==> src/rtl/assert_macros.svh <==
// shared assertion macros, clocked on clk and held off while arst_n is low
`ifndef ASSERT_MACROS_SVH
`define ASSERT_MACROS_SVH

// plain property check
`define MMQ_ASSERT(label, prop, msg) \
	label: assert property (@(posedge clk) disable iff (!arst_n) (prop)) else $error(msg);

// same-cycle implication
`define MMQ_ASSERT_IMPL(label, ante, cons, msg) \
	`MMQ_ASSERT(label, (ante) |-> (cons), msg)

`endif

==> src/rtl/mmq_pkg.sv <==
`timescale 1ns / 1ps

package mmq_pkg;

	// sample format
	localparam int SAMPLE_W   = 24;
	localparam int FRAC_BITS  = 12;

	// quantisation parameters
	localparam int CODE_W     = 8;
	localparam int CODE_MAX   = (1 << CODE_W) - 1;
	localparam int RECIP_W    = 32;
	localparam int RECIP_FRAC = 16;
	localparam int RECIP_HW   = RECIP_W / 2;
	localparam int SCALE_W    = 17;
	localparam int PROD_SHIFT = FRAC_BITS + RECIP_FRAC;

	// affine datapath widths
	localparam int MAG_W  = SAMPLE_W + 1;
	localparam int PP_W   = MAG_W + RECIP_HW;
	localparam int PROD_W = MAG_W + RECIP_W;
	localparam int ACC_W  = PROD_W + 1;
	localparam logic [ACC_W-1:0] ROUND_HALF = ACC_W'(1) << (PROD_SHIFT - 1);

	// reciprocal divider
	localparam int NUM_W     = CODE_W + PROD_SHIFT + 1;
	localparam int DIV_CNT_W = $clog2(NUM_W + 1);
	localparam logic [NUM_W-1:0] DIV_NUM = NUM_W'(CODE_MAX) << PROD_SHIFT;

	// scale by multiply with reciprocal of 255
	localparam int DSC_W      = SAMPLE_W + 1;
	localparam int SC_SHIFT   = DSC_W + 8;
	localparam int SC_MULT_W  = SC_SHIFT - 7;
	localparam longint unsigned SC_MULT_L =
		((64'd1 << SC_SHIFT) + 64'd254) / 64'd255;
	localparam logic [SC_MULT_W-1:0] SC_MULT = SC_MULT_W'(SC_MULT_L);
	localparam int SC_PROD_W  = DSC_W + SC_MULT_W;
	localparam int SC_ROUND   = 127;

	// command queue
	localparam int FIFO_DEPTH = 4;
	localparam int FIFO_AW    = $clog2(FIFO_DEPTH);
	localparam int FIFO_CW    = $clog2(FIFO_DEPTH + 1);

	// field codes
	localparam logic MODE_CAL     = 1'b0;
	localparam logic MODE_QUANT   = 1'b1;
	localparam logic KIND_SUMMARY = 1'b0;
	localparam logic KIND_CODE    = 1'b1;

	typedef struct packed {
		logic                       mode;
		logic signed [SAMPLE_W-1:0] sample;
		logic                       last_item;
	} in_word_t;

	typedef struct packed {
		logic                       kind;
		logic [CODE_W-1:0]          code;
		logic [CODE_W-1:0]          zero_point_out;
		logic signed [SAMPLE_W-1:0] min_out;
		logic signed [SAMPLE_W-1:0] max_out;
		logic [SCALE_W-1:0]         scale_out;
		logic                       degenerate;
	} out_word_t;

	// queued command: a sample to quantise, or a summary with min and max
	typedef struct packed {
		logic                       summary;
		logic signed [SAMPLE_W-1:0] a;
		logic signed [SAMPLE_W-1:0] b;
	} cmd_t;

	typedef struct packed {
		logic busy;
		logic done;
		logic zero;
	} div_stat_t;

	typedef struct packed {
		logic                    valid;
		logic                    tag_zp;
		logic                    deg;
		logic [CODE_W-1:0]       zp;
		logic [RECIP_W-1:0]      recip;
		logic signed [MAG_W-1:0] x;
	} aff_in_t;

	typedef struct packed {
		logic              valid;
		logic              tag_zp;
		logic              deg;
		logic [CODE_W-1:0] zp;
		logic [CODE_W-1:0] code;
	} aff_out_t;

endpackage

==> src/rtl/mmq_front.sv <==
`timescale 1ns / 1ps

module mmq_front (
	input  logic              clk,
	input  logic              arst_n,
	input  logic              item_valid,
	output logic              item_stall,
	input  mmq_pkg::in_word_t item,
	input  logic              fifo_full,
	output logic              push,
	output mmq_pkg::cmd_t     push_cmd
);
	import mmq_pkg::*;

	logic signed [SAMPLE_W-1:0] run_min_q;
	logic signed [SAMPLE_W-1:0] run_max_q;
	logic signed [SAMPLE_W-1:0] lo;
	logic signed [SAMPLE_W-1:0] hi;
	logic                       accept;
	logic                       is_cal;

	assign item_stall = fifo_full;
	assign accept     = item_valid && !item_stall;
	assign is_cal     = (item.mode == MODE_CAL);

	// min and max compared independently
	assign lo = (item.sample < run_min_q) ? item.sample : run_min_q;
	assign hi = (item.sample > run_max_q) ? item.sample : run_max_q;

	assign push             = accept && (!is_cal || item.last_item);
	assign push_cmd.summary = is_cal;
	assign push_cmd.a       = is_cal ? lo : item.sample;
	assign push_cmd.b       = hi;

	always_ff @(posedge clk or negedge arst_n) begin
		if (!arst_n) begin
			run_min_q <= {1'b0, {(SAMPLE_W-1){1'b1}}};
			run_max_q <= {1'b1, {(SAMPLE_W-1){1'b0}}};
		end else if (accept && is_cal) begin
			if (item.last_item) begin
				// fresh data set after a summary
				run_min_q <= {1'b0, {(SAMPLE_W-1){1'b1}}};
				run_max_q <= {1'b1, {(SAMPLE_W-1){1'b0}}};
			end else begin
				run_min_q <= lo;
				run_max_q <= hi;
			end
		end
	end

endmodule

==> src/rtl/mmq_fifo.sv <==
`timescale 1ns / 1ps
`include "assert_macros.svh"

module mmq_fifo (
	input  logic          clk,
	input  logic          arst_n,
	input  logic          push,
	input  mmq_pkg::cmd_t push_cmd,
	input  logic          pop,
	output mmq_pkg::cmd_t head,
	output logic          empty,
	output logic          full
);
	import mmq_pkg::*;

	cmd_t               mem_q [FIFO_DEPTH];
	logic [FIFO_AW-1:0] wr_ptr_q;
	logic [FIFO_AW-1:0] rd_ptr_q;
	logic [FIFO_CW-1:0] count_q;

	assign empty = (count_q == '0);
	assign full  = (count_q == FIFO_CW'(FIFO_DEPTH));
	assign head  = mem_q[rd_ptr_q];

	always_ff @(posedge clk) begin
		if (push) begin
			mem_q[wr_ptr_q] <= push_cmd;
		end
	end

	always_ff @(posedge clk or negedge arst_n) begin
		if (!arst_n) begin
			wr_ptr_q <= '0;
			rd_ptr_q <= '0;
			count_q  <= '0;
		end else begin
			if (push) begin
				wr_ptr_q <= (wr_ptr_q == FIFO_AW'(FIFO_DEPTH - 1)) ? '0 : wr_ptr_q + 1'b1;
			end
			if (pop) begin
				rd_ptr_q <= (rd_ptr_q == FIFO_AW'(FIFO_DEPTH - 1)) ? '0 : rd_ptr_q + 1'b1;
			end
			if (push && !pop) begin
				count_q <= count_q + 1'b1;
			end else if (pop && !push) begin
				count_q <= count_q - 1'b1;
			end
		end
	end

	`MMQ_ASSERT(a_fifo_count_bound, count_q <= FIFO_CW'(FIFO_DEPTH), "queue count past depth")
	`MMQ_ASSERT_IMPL(a_fifo_pop_nonempty, pop, !empty, "pop from empty queue")

endmodule

==> src/rtl/mmq_div.sv <==
`timescale 1ns / 1ps
`include "assert_macros.svh"

module mmq_div (
	input  logic                          clk,
	input  logic                          arst_n,
	input  logic                          start,
	input  logic [mmq_pkg::SAMPLE_W-1:0]  range,
	output mmq_pkg::div_stat_t            stat,
	output logic [mmq_pkg::RECIP_W-1:0]   recip,
	output logic [mmq_pkg::SCALE_W-1:0]   scale
);
	import mmq_pkg::*;

	logic                 busy_q;
	logic                 done_q;
	logic                 zero_q;
	logic [DIV_CNT_W-1:0] cnt_q;
	logic [SAMPLE_W-1:0]  den_q;
	logic [SAMPLE_W-1:0]  rem_q;
	logic [NUM_W-1:0]     quo_q;
	logic [DSC_W-1:0]     dsc_q;
	logic [SC_PROD_W-1:0] sc_prod_q;
	logic [SAMPLE_W:0]    sh;
	logic [SAMPLE_W:0]    diff;
	logic                 ge;

	// one quotient bit per cycle, restoring
	assign sh   = {rem_q, quo_q[NUM_W-1]};
	assign diff = sh - {1'b0, den_q};
	assign ge   = (sh >= {1'b0, den_q});

	always_ff @(posedge clk or negedge arst_n) begin
		if (!arst_n) begin
			busy_q <= 1'b0;
			done_q <= 1'b0;
			zero_q <= 1'b0;
			cnt_q  <= '0;
		end else begin
			done_q <= 1'b0;
			if (start) begin
				zero_q <= (range == '0);
				if (range == '0) begin
					done_q <= 1'b1;
				end else begin
					busy_q <= 1'b1;
					cnt_q  <= DIV_CNT_W'(NUM_W);
				end
			end else if (busy_q) begin
				cnt_q <= cnt_q - 1'b1;
				if (cnt_q == DIV_CNT_W'(1)) begin
					busy_q <= 1'b0;
					done_q <= 1'b1;
				end
			end
		end
	end

	always_ff @(posedge clk) begin
		if (start) begin
			den_q <= range;
			rem_q <= '0;
			quo_q <= DIV_NUM + NUM_W'(range >> 1);
			dsc_q <= DSC_W'(range) + DSC_W'(SC_ROUND);
		end else if (busy_q) begin
			rem_q <= ge ? diff[SAMPLE_W-1:0] : sh[SAMPLE_W-1:0];
			quo_q <= {quo_q[NUM_W-2:0], ge};
		end
		sc_prod_q <= SC_PROD_W'(dsc_q) * SC_PROD_W'(SC_MULT);
	end

	assign stat.busy = busy_q;
	assign stat.done = done_q;
	assign stat.zero = zero_q;

	always_comb begin
		if (zero_q) begin
			recip = '0;
		end else if (|quo_q[NUM_W-1:RECIP_W]) begin
			recip = '1;
		end else begin
			recip = quo_q[RECIP_W-1:0];
		end
	end

	assign scale = zero_q ? '0 : sc_prod_q[SC_SHIFT +: SCALE_W];

	`MMQ_ASSERT_IMPL(a_div_count_live, busy_q, cnt_q != '0, "divider busy with spent count")

endmodule

==> src/rtl/mmq_affine.sv <==
`timescale 1ns / 1ps

module mmq_affine (
	input  logic               clk,
	input  logic               arst_n,
	input  logic               en,
	input  mmq_pkg::aff_in_t   in,
	output mmq_pkg::aff_out_t  out
);
	import mmq_pkg::*;

	logic [4:0]          valid_q;
	logic [4:0]          tag_q;
	logic [4:0]          deg_q;
	logic [CODE_W-1:0]   zp_s1, zp_s2, zp_s3, zp_s4, zp_s5;
	logic [3:0]          neg_q;
	logic [MAG_W-1:0]    mag_s1;
	logic [RECIP_W-1:0]  recip_s1;
	logic [PP_W-1:0]     pp_lo_s2;
	logic [PP_W-1:0]     pp_hi_s2;
	logic [PROD_W-1:0]   p_s3;
	logic [ACC_W-1:0]    t_s4;
	logic                under_s4;
	logic [CODE_W-1:0]   code_s5;
	logic                x_neg;
	logic [MAG_W-1:0]    mag;
	logic [ACC_W-1:0]    zs;
	logic [ACC_W-1:0]    p_ext;
	logic [ACC_W-1:0]    rnd;
	logic [CODE_W-1:0]   code;

	assign x_neg = in.x[MAG_W-1];
	assign mag   = x_neg ? MAG_W'(-in.x) : MAG_W'(in.x);
	assign zs    = ACC_W'(zp_s3) << PROD_SHIFT;
	assign p_ext = ACC_W'(p_s3);
	assign rnd   = t_s4 + ROUND_HALF;

	always_comb begin
		if (under_s4) begin
			code = '0;
		end else if (|rnd[ACC_W-1:PROD_SHIFT+CODE_W]) begin
			code = CODE_W'(CODE_MAX);
		end else begin
			code = rnd[PROD_SHIFT +: CODE_W];
		end
	end

	always_ff @(posedge clk or negedge arst_n) begin
		if (!arst_n) begin
			valid_q <= '0;
		end else if (en) begin
			valid_q <= {valid_q[3:0], in.valid};
		end
	end

	always_ff @(posedge clk) begin
		if (en) begin
			tag_q <= {tag_q[3:0], in.tag_zp};
			deg_q <= {deg_q[3:0], in.deg};
			neg_q <= {neg_q[2:0], x_neg};
			// magnitude
			zp_s1    <= in.zp;
			mag_s1   <= mag;
			recip_s1 <= in.recip;
			// two half-width partial products
			zp_s2    <= zp_s1;
			pp_lo_s2 <= PP_W'(mag_s1) * PP_W'(recip_s1[RECIP_HW-1:0]);
			pp_hi_s2 <= PP_W'(mag_s1) * PP_W'(recip_s1[RECIP_W-1:RECIP_HW]);
			// full product
			zp_s3    <= zp_s2;
			p_s3     <= {pp_hi_s2, {RECIP_HW{1'b0}}} + PROD_W'(pp_lo_s2);
			// add or subtract against shifted zero point
			zp_s4    <= zp_s3;
			under_s4 <= neg_q[2] && (zs < p_ext);
			t_s4     <= neg_q[2] ? (zs - p_ext) : (zs + p_ext);
			// round half up and clamp
			zp_s5    <= zp_s4;
			code_s5  <= code;
		end
	end

	assign out.valid  = valid_q[4];
	assign out.tag_zp = tag_q[4];
	assign out.deg    = deg_q[4];
	assign out.zp     = zp_s5;
	assign out.code   = code_s5;

endmodule

==> src/rtl/minmax_uint8_quantizer.sv <==
// two-pass affine uint8 quantiser for signed q12.12 samples
// input channel item: mode 0 words are calibration samples, mode 1 words are
// samples to quantise; last_item on a calibration word closes the data set
// output channel result: one word per quantise sample (kind 1, code), one
// summary word per closed data set (kind 0, min, max, scale, zero point)
// calibration words not marked last give no result
// a quantise word passes through the queue, the five-stage multiply pipeline
// and the output register, one word per cycle unless a stall or a summary
// holds the flow; a closing calibration word leaves the queue and runs
// through the bit-serial reciprocal divider, then its zero point through the
// same multiply pipeline; words behind it wait and item_stall rises once the
// four-entry queue is full; while result_stall is high with a result held,
// the output register, the pipeline and quantise words in the queue hold, a
// summary still leaves the queue; item words are taken until the queue fills
// reset clears the running minimum to the most positive value, the maximum to
// the most negative, the reciprocal, zero point and degenerate flag to zero,
// so quantise words before any calibration give code 0
`timescale 1ns / 1ps
`include "assert_macros.svh"

module minmax_uint8_quantizer (
	input  logic               clk,
	input  logic               arst_n,
	input  logic               item_valid,
	output logic               item_stall,
	input  mmq_pkg::in_word_t  item,
	output logic               result_valid,
	input  logic               result_stall,
	output mmq_pkg::out_word_t result
);
	import mmq_pkg::*;

	// back-end sequencer for the summary path
	typedef enum logic [4:0] {
		ST_IDLE   = 5'b00001,
		ST_DIV    = 5'b00010,
		ST_ZP     = 5'b00100,
		ST_ZPWAIT = 5'b01000,
		ST_EMIT   = 5'b10000
	} seq_state_t;

	seq_state_t state_q;
	seq_state_t state_d;

	// queue between front and back
	logic  push;
	cmd_t  push_cmd;
	logic  pop;
	cmd_t  head;
	logic  fifo_empty;
	logic  fifo_full;

	// divider
	logic                div_start;
	logic [SAMPLE_W-1:0] div_range;
	div_stat_t           div_stat;
	logic [RECIP_W-1:0]  div_recip;
	logic [SCALE_W-1:0]  div_scale;

	// multiply pipeline
	aff_in_t  aff_in;
	aff_out_t aff_out;

	// latched quantisation parameters
	logic [RECIP_W-1:0]         recip_q;
	logic [CODE_W-1:0]          zp_q;
	logic                       range_zero_q;
	logic [SCALE_W-1:0]         scale_q;
	logic signed [SAMPLE_W-1:0] sum_min_q;
	logic signed [SAMPLE_W-1:0] sum_max_q;

	// output register
	out_word_t result_q;
	logic      result_valid_q;
	logic      adv;
	logic      load_code;
	logic      load_summary;
	logic      zp_capture;
	logic      head_quant;
	logic      head_summary;

	// the multiply pipeline and quantise pops move only when the output register can drain
	assign adv = !result_valid_q || !result_stall;

	mmq_front u_front (
		.clk        (clk),
		.arst_n     (arst_n),
		.item_valid (item_valid),
		.item_stall (item_stall),
		.item       (item),
		.fifo_full  (fifo_full),
		.push       (push),
		.push_cmd   (push_cmd)
	);

	mmq_fifo u_fifo (
		.clk      (clk),
		.arst_n   (arst_n),
		.push     (push),
		.push_cmd (push_cmd),
		.pop      (pop),
		.head     (head),
		.empty    (fifo_empty),
		.full     (fifo_full)
	);

	// head-of-queue decode, only acted on while idle
	assign head_quant   = (state_q == ST_IDLE) && !fifo_empty && !head.summary;
	assign head_summary = (state_q == ST_IDLE) && !fifo_empty && head.summary;

	assign pop       = head_summary || (head_quant && adv);
	assign div_start = head_summary;
	// max - min always fits unsigned in the sample width
	assign div_range = $unsigned(head.b) - $unsigned(head.a);

	mmq_div u_div (
		.clk    (clk),
		.arst_n (arst_n),
		.start  (div_start),
		.range  (div_range),
		.stat   (div_stat),
		.recip  (div_recip),
		.scale  (div_scale)
	);

	// zero point is the code of -min with zero offset, through the same pipeline
	always_comb begin
		aff_in.valid  = (head_quant || (state_q == ST_ZP)) && adv;
		aff_in.tag_zp = (state_q == ST_ZP);
		aff_in.deg    = range_zero_q;
		aff_in.recip  = recip_q;
		if (state_q == ST_ZP) begin
			aff_in.zp = '0;
			aff_in.x  = -MAG_W'(sum_min_q);
		end else begin
			aff_in.zp = zp_q;
			aff_in.x  = MAG_W'(head.a);
		end
	end

	mmq_affine u_affine (
		.clk    (clk),
		.arst_n (arst_n),
		.en     (adv),
		.in     (aff_in),
		.out    (aff_out)
	);

	assign zp_capture   = adv && aff_out.valid && aff_out.tag_zp;
	assign load_code    = adv && aff_out.valid && !aff_out.tag_zp;
	assign load_summary = adv && (state_q == ST_EMIT);

	always_comb begin
		state_d = state_q;
		unique case (state_q)
			ST_IDLE: begin
				if (head_summary) begin
					state_d = ST_DIV;
				end
			end
			ST_DIV: begin
				if (div_stat.done) begin
					state_d = ST_ZP;
				end
			end
			ST_ZP: begin
				if (adv) begin
					state_d = ST_ZPWAIT;
				end
			end
			ST_ZPWAIT: begin
				if (zp_capture) begin
					state_d = ST_EMIT;
				end
			end
			ST_EMIT: begin
				if (adv) begin
					state_d = ST_IDLE;
				end
			end
			default: begin
				state_d = ST_IDLE;
			end
		endcase
	end

	always_ff @(posedge clk or negedge arst_n) begin
		if (!arst_n) begin
			state_q        <= ST_IDLE;
			recip_q        <= '0;
			zp_q           <= '0;
			range_zero_q   <= 1'b0;
			scale_q        <= '0;
			result_valid_q <= 1'b0;
		end else begin
			state_q <= state_d;
			if ((state_q == ST_DIV) && div_stat.done) begin
				recip_q      <= div_recip;
				range_zero_q <= div_stat.zero;
				scale_q      <= div_scale;
			end
			if (zp_capture) begin
				zp_q <= aff_out.code;
			end
			if (load_code || load_summary) begin
				result_valid_q <= 1'b1;
			end else if (!result_stall) begin
				result_valid_q <= 1'b0;
			end
		end
	end

	// payload registers
	always_ff @(posedge clk) begin
		if (div_start) begin
			sum_min_q <= head.a;
			sum_max_q <= head.b;
		end
		if (load_code) begin
			result_q.kind           <= KIND_CODE;
			result_q.code           <= aff_out.code;
			result_q.zero_point_out <= aff_out.zp;
			result_q.min_out        <= '0;
			result_q.max_out        <= '0;
			result_q.scale_out      <= '0;
			result_q.degenerate     <= aff_out.deg;
		end else if (load_summary) begin
			result_q.kind           <= KIND_SUMMARY;
			result_q.code           <= '0;
			result_q.zero_point_out <= zp_q;
			result_q.min_out        <= sum_min_q;
			result_q.max_out        <= sum_max_q;
			result_q.scale_out      <= scale_q;
			result_q.degenerate     <= range_zero_q;
		end
	end

	assign result_valid = result_valid_q;
	assign result       = result_q;

	`MMQ_ASSERT_IMPL(a_zp_only_when_waiting, aff_out.valid && aff_out.tag_zp, state_q == ST_ZPWAIT, "zero point result outside its wait state")
	`MMQ_ASSERT_IMPL(a_div_done_in_div, div_stat.done, state_q == ST_DIV, "divider finished outside divide state")

endmodule

==> config.mk <==
export PLATFORM = sky130hd
export DESIGN_NAME = minmax_uint8_quantizer
export DESIGN_NICKNAME = d
export VERILOG_FILES = /design/src/rtl/mmq_pkg.sv /design/src/rtl/mmq_front.sv /design/src/rtl/mmq_fifo.sv /design/src/rtl/mmq_div.sv /design/src/rtl/mmq_affine.sv /design/src/rtl/minmax_uint8_quantizer.sv
export VERILOG_INCLUDE_DIRS = /design/src /design/src/rtl
export SDC_FILE = /design/constraint.sdc
export NUM_CORES = 2
export LEC_CHECK = 0
export BUFFER_PORTS_ARGS = -buffer_cell sky130_fd_sc_hd__buf_2
export CAP_MARGIN = 20
export CORE_UTILIZATION = 25
export CTS_BUF_LIST = sky130_fd_sc_hd__clkbuf_4
export DETAILED_ROUTE_END_ITERATION = 6
export PLACE_DENSITY = 0.46
export SLEW_MARGIN = 10
export SYNTH_ARGS = -nofsm -noshare
export SYNTH_HDL_FRONTEND = slang
export SYNTH_SLANG_ARGS = --single-unit
export TNS_END_PERCENT = 100
==> constraint.sdc <==
create_clock -name clk -period 12.6 [get_ports clk]
set_clock_uncertainty 0.1 [all_clocks]
set_input_delay 1.26 -clock clk [delete_from_list [all_inputs] [get_ports clk]]
set_output_delay 1.26 -clock clk [all_outputs]
set_load 0.02 [all_outputs]
==> impl_metrics.prom <==
# TYPE chip_impl_metric gauge
chip_impl_metric{name="core_region_area",unit="um^2"} 277000
chip_impl_metric{name="clk_path_buf_depth",unit=""} 4
chip_impl_metric{name="tightest_slew",unit="ps"} 1130
chip_impl_info{name="cell_occurring_most_often_along_the_worst_timing_path",value="fa_1"} 1
chip_impl_metric{name="timing.hold.worst_path_depth",unit=""} 3
chip_impl_metric{name="drt.antenna.violating_nets",unit=""} 0
chip_impl_metric{name="hold_viol_final",unit=""} 0
chip_impl_metric{name="synthesis.nets",unit=""} 8033
chip_impl_info{name="dominantRegCellSynth",value="edfxtp_1"} 1
chip_impl_metric{name="setup_tns",unit="ps"} 0
chip_impl_metric{name="first_global_vias",unit=""} 50900
chip_impl_metric{name="detailedRoute.firstPassIterationCount",unit=""} 5
chip_impl_metric{name="track_usage",unit="%"} 13.6
chip_impl_metric{name="routed_wire_length_per_instance",unit="um"} 17.6
chip_impl_metric{name="die_y",unit="um"} 530
chip_impl_metric{name="antenna_found_initial",unit=""} 13
chip_impl_metric{name="gr-total-overflow",unit=""} 0
chip_impl_metric{name="initialDrtViolationCount",unit=""} 2442
chip_impl_metric{name="cp_slowest_stage_delay",unit="ps"} 770
chip_impl_metric{name="synth_seq_area_share",unit="%"} 35.3
chip_impl_info{name="ff_to_ff_start",value="u_affine.mag_s1[18]$_DFFE_PN_"} 1
chip_impl_metric{name="clock-sinks",unit=""} 876
chip_impl_metric{name="clk_transition_reported_paths",unit="ps"} 70
chip_impl_info{name="most_common_cell_after_layout_fill_and_taps_aside",value="inv_1"} 1
chip_impl_metric{name="ioPinCount",unit=""} 115
chip_impl_metric{name="synthesis.area_per_instance",unit="um^2"} 10.3
chip_impl_metric{name="design.die.area",unit="um^2"} 281000
chip_impl_metric{name="layout-drive-gt1-share",unit="%"} 10.9
chip_impl_metric{name="weighted_congestion_at_the_end_of_routability_driven_global_placement",unit=""} 0.811
chip_impl_metric{name="synth_largest_type_area_fraction",unit="%"} 27.4
chip_impl_info{name="worst_setup_path_end_kind",value="flip-flop"} 1
chip_impl_metric{name="route.vias.total",unit=""} 48400
chip_impl_info{name="timing.critical_path.max_delay_family",value="adder cells"} 1
chip_impl_info{name="chain_of_cells_forming_the_critical_path",value="buf_4 > nand2_1 > fa_1 > fa_1 > fa_1 > inv_1 > fa_1 > fa_1 > inv_1 > fa_1 > inv_1 > ha_1 > nand3_1 > nor4_1 > a211oi_1 > a311oi_1 > a221o_1 > nand4_1 > a211oi_1 > or3_1 > a31o_2 > a21oi_1 > xnor2_1"} 1
chip_impl_info{name="cts_tree",value="yes"} 1
chip_impl_info{name="grt_setup_unrepaired",value="false"} 1
chip_impl_metric{name="setup_viol",unit=""} 0
chip_impl_metric{name="place_hpwl",unit="um"} 139000
chip_impl_info{name="worst_hold_path_type",value="primary input to flip-flop"} 1
chip_impl_metric{name="placementRows",unit=""} 193
chip_impl_metric{name="regToRegSetupSlack",unit="ps"} 4860
chip_impl_metric{name="cp_data_required_time",unit="ps"} 13480
chip_impl_info{name="hold_end",value="u_front.run_min_q[7]$_DFFE_PN1P_"} 1
chip_impl_metric{name="cts.htree.levels",unit=""} 4
chip_impl_info{name="netlist.top_cell.by_area",value="edfxtp_1"} 1
chip_impl_info{name="critical_path_class",value="flip-flop to flip-flop"} 1
chip_impl_metric{name="post_cts_hold_buffer_count",unit=""} 1
chip_impl_metric{name="yosysWarningCount",unit=""} 0
chip_impl_metric{name="critical_path_peak_fanout",unit=""} 17
chip_impl_metric{name="layout_worst_path_cycle_share",unit="%"} 61.4
chip_impl_info{name="final_cell_mix",value="inv_1, nand2_1, fa_1"} 1
chip_impl_metric{name="synth-edff-count",unit=""} 636
chip_impl_metric{name="cp_data_arrival_time",unit="ps"} 8620
chip_impl_metric{name="timing.final.max_slew_violations",unit=""} 0
chip_impl_metric{name="synthCells",unit=""} 6760
chip_impl_metric{name="cts-resized-gates",unit=""} 0
chip_impl_metric{name="tritoncts.num_buffers",unit=""} 247
chip_impl_info{name="min-delay-start",value="item[8]"} 1
chip_impl_metric{name="remaining_drc_errors",unit=""} 0
chip_impl_metric{name="num-fill-cells",unit=""} 29200
chip_impl_metric{name="max_freq",unit="MHz"} 129
chip_impl_metric{name="timing.reg2reg.worst_path_depth",unit=""} 23
chip_impl_metric{name="period_minus_slack",unit="ps"} 7740
chip_impl_metric{name="postCtsSetupRepairBufs",unit=""} 0
chip_impl_metric{name="finish.net_count",unit=""} 8197
chip_impl_metric{name="yosys_register_bits",unit=""} 876
chip_impl_metric{name="grt_pass1_wl",unit="um"} 299000
chip_impl_metric{name="grt_max_degree",unit=""} 91
chip_impl_metric{name="worst_slew_margin_rel",unit="%"} 24.4
chip_impl_metric{name="dieWidth",unit="um"} 530
chip_impl_metric{name="clock_insertion_delay_worst_skew",unit="ps"} 1310
chip_impl_metric{name="synthArstFlopShare",unit="%"} 15.2
chip_impl_info{name="synth.top_cells.by_area",value="edfxtp_1, fa_1, ha_1, inv_1, nand2_1"} 1
chip_impl_metric{name="flow.area_growth_from_synthesis",unit="%"} 11.9
chip_impl_metric{name="via_per_inst",unit=""} 4.46
chip_impl_info{name="critical_path.reg2reg.endpoint",value="u_affine.pp_lo_s2[40]$_DFFE_PN_"} 1
chip_impl_metric{name="critPathBufInv",unit=""} 4
chip_impl_info{name="critical-path-slowest-cell",value="edfxtp_1"} 1
chip_impl_info{name="result_of_the_run",value="complete, no violations"} 1
chip_impl_metric{name="cap_viol_max_count",unit=""} 0
chip_impl_metric{name="synth_cell_types",unit=""} 94
chip_impl_metric{name="synthesized_cell_area",unit="um^2"} 69800
chip_impl_metric{name="routed_wirelength",unit="um"} 191000
chip_impl_metric{name="initial_core_util",unit="%"} 25.2
chip_impl_info{name="clock_tree.root_cell",value="clkbuf_4"} 1
chip_impl_info{name="start_kind",value="flip-flop"} 1
chip_impl_metric{name="port_buffers",unit=""} 114
[worst register-to-register path, delay by kind of cell, from the launching register on]
family / cells / cell delay (ps)
buf+inv: 4 / 590
fa+ha+maj: 7 / 3440
xor+xnor: 1 / 130
simple gates: 5 / 910
compound gates: 6 / 1560
flops: 1 / 770
[sequential cells by signal, indices dropped and copies added, names as in the netlist, 17 cells and up]
name / count
recip_q: 32
result: 83
scale_q: 17
sum_max_q: 24
sum_min_q: 24
u_affine.mag_s1: 25
u_affine.p_s3: 57
u_affine.pp_hi_s2: 41
u_affine.pp_lo_s2: 41
u_affine.recip_s1: 32
u_affine.t_s4: 31
u_div.den_q: 24
u_div.dsc_q: 25
u_div.quo_q: 37
u_div.rem_q: 24
u_div.sc_prod_q: 17
u_fifo.mem_q: 196
u_front.run_max_q: 24
u_front.run_min_q: 24
[how the worst max path moves through the flow]
stage | start | to | slack [ps] | depth (start not counted)
6_report | u_affine.mag_s1[18]$_DFFE_PN_ | u_affine.pp_lo_s2[40]$_DFFE_PN_ | 4860 | 23
5_1_grt | u_affine.mag_s1[18]$_DFFE_PN_ | u_affine.pp_lo_s2[40]$_DFFE_PN_ | 4300 | 23
4_1_cts | u_affine.mag_s1[3]$_DFFE_PN_ | u_affine.pp_lo_s2[40]$_DFFE_PN_ | 4860 | 25
3_5_place_dp | u_affine.recip_s1[15]$_DFFE_PN_ | u_affine.pp_lo_s2[40]$_DFFE_PN_ | 4800 | 23
3_3_place_gp | u_affine.recip_s1[15]$_DFFE_PN_ | u_affine.pp_lo_s2[40]$_DFFE_PN_ | 4800 | 23
2_1_floorplan | result_stall | u_fifo.count_q[1]$_DFFE_PN0P_ | 5210 | 7
[Yosys cell counts, drive strengths merged, types with 108 or more instances]
library cell,n
nand2,931
and2,383
edfxtp,636
clkbuf,285
o21ai,234
ha,563
fa,680
a21oi,280
dfrtp,108
nor2,216
xnor2,176
inv,1028
[cells by family after synthesis]
group | share of synthesized area, %
other | 0.00537
adders and majority gates | 29.6
xor gates and xnor gates | 3.38
AOI/OAI and AO/OA | 8.61
muxes | 2.29
and+or+nand+nor | 13.7
buffers and inverters | 7.18
DFF | 35.3
[layer usage]
layer	global-route usage (%)	share of wire, %
met1	17.8	45
met5	0	0.034
met3	2.11	4.2
met4	3.74	2.5
met2	23.3	48
[per-stage QoR]
stage               setup slack [ps]  hold WS (ps)  cells  util [%]  instance area [um^2]
finish                          4860           197  10900      28.2                 78100
global route                    4300           111  10800      28.2                 78100
CTS                             4860          29.1  10800      28.2                 78000
detailed placement              4800           305  10400      27.0                 74700
global placement                4800           300  10400      27.0                 74700
floorplan                       5210           300   6760         -                 69800
[final cells by class]
cell class	count	area, um^2	share of cell area, %
antenna	13	32.5	0.0416
clock buffer	378	2840	3.63
clock inverter	81	459	0.588
inverter	1031	3870	4.96
multi-input combinational	4553	40300	51.6
sequential	876	24600	31.5
tap	3705	4640	5.93
timing repair buffer	215	1380	1.77
Power is left out: the tool's default activity adds up to more than one toggle a clock period on the data nets, which glitch-free logic cannot reach.
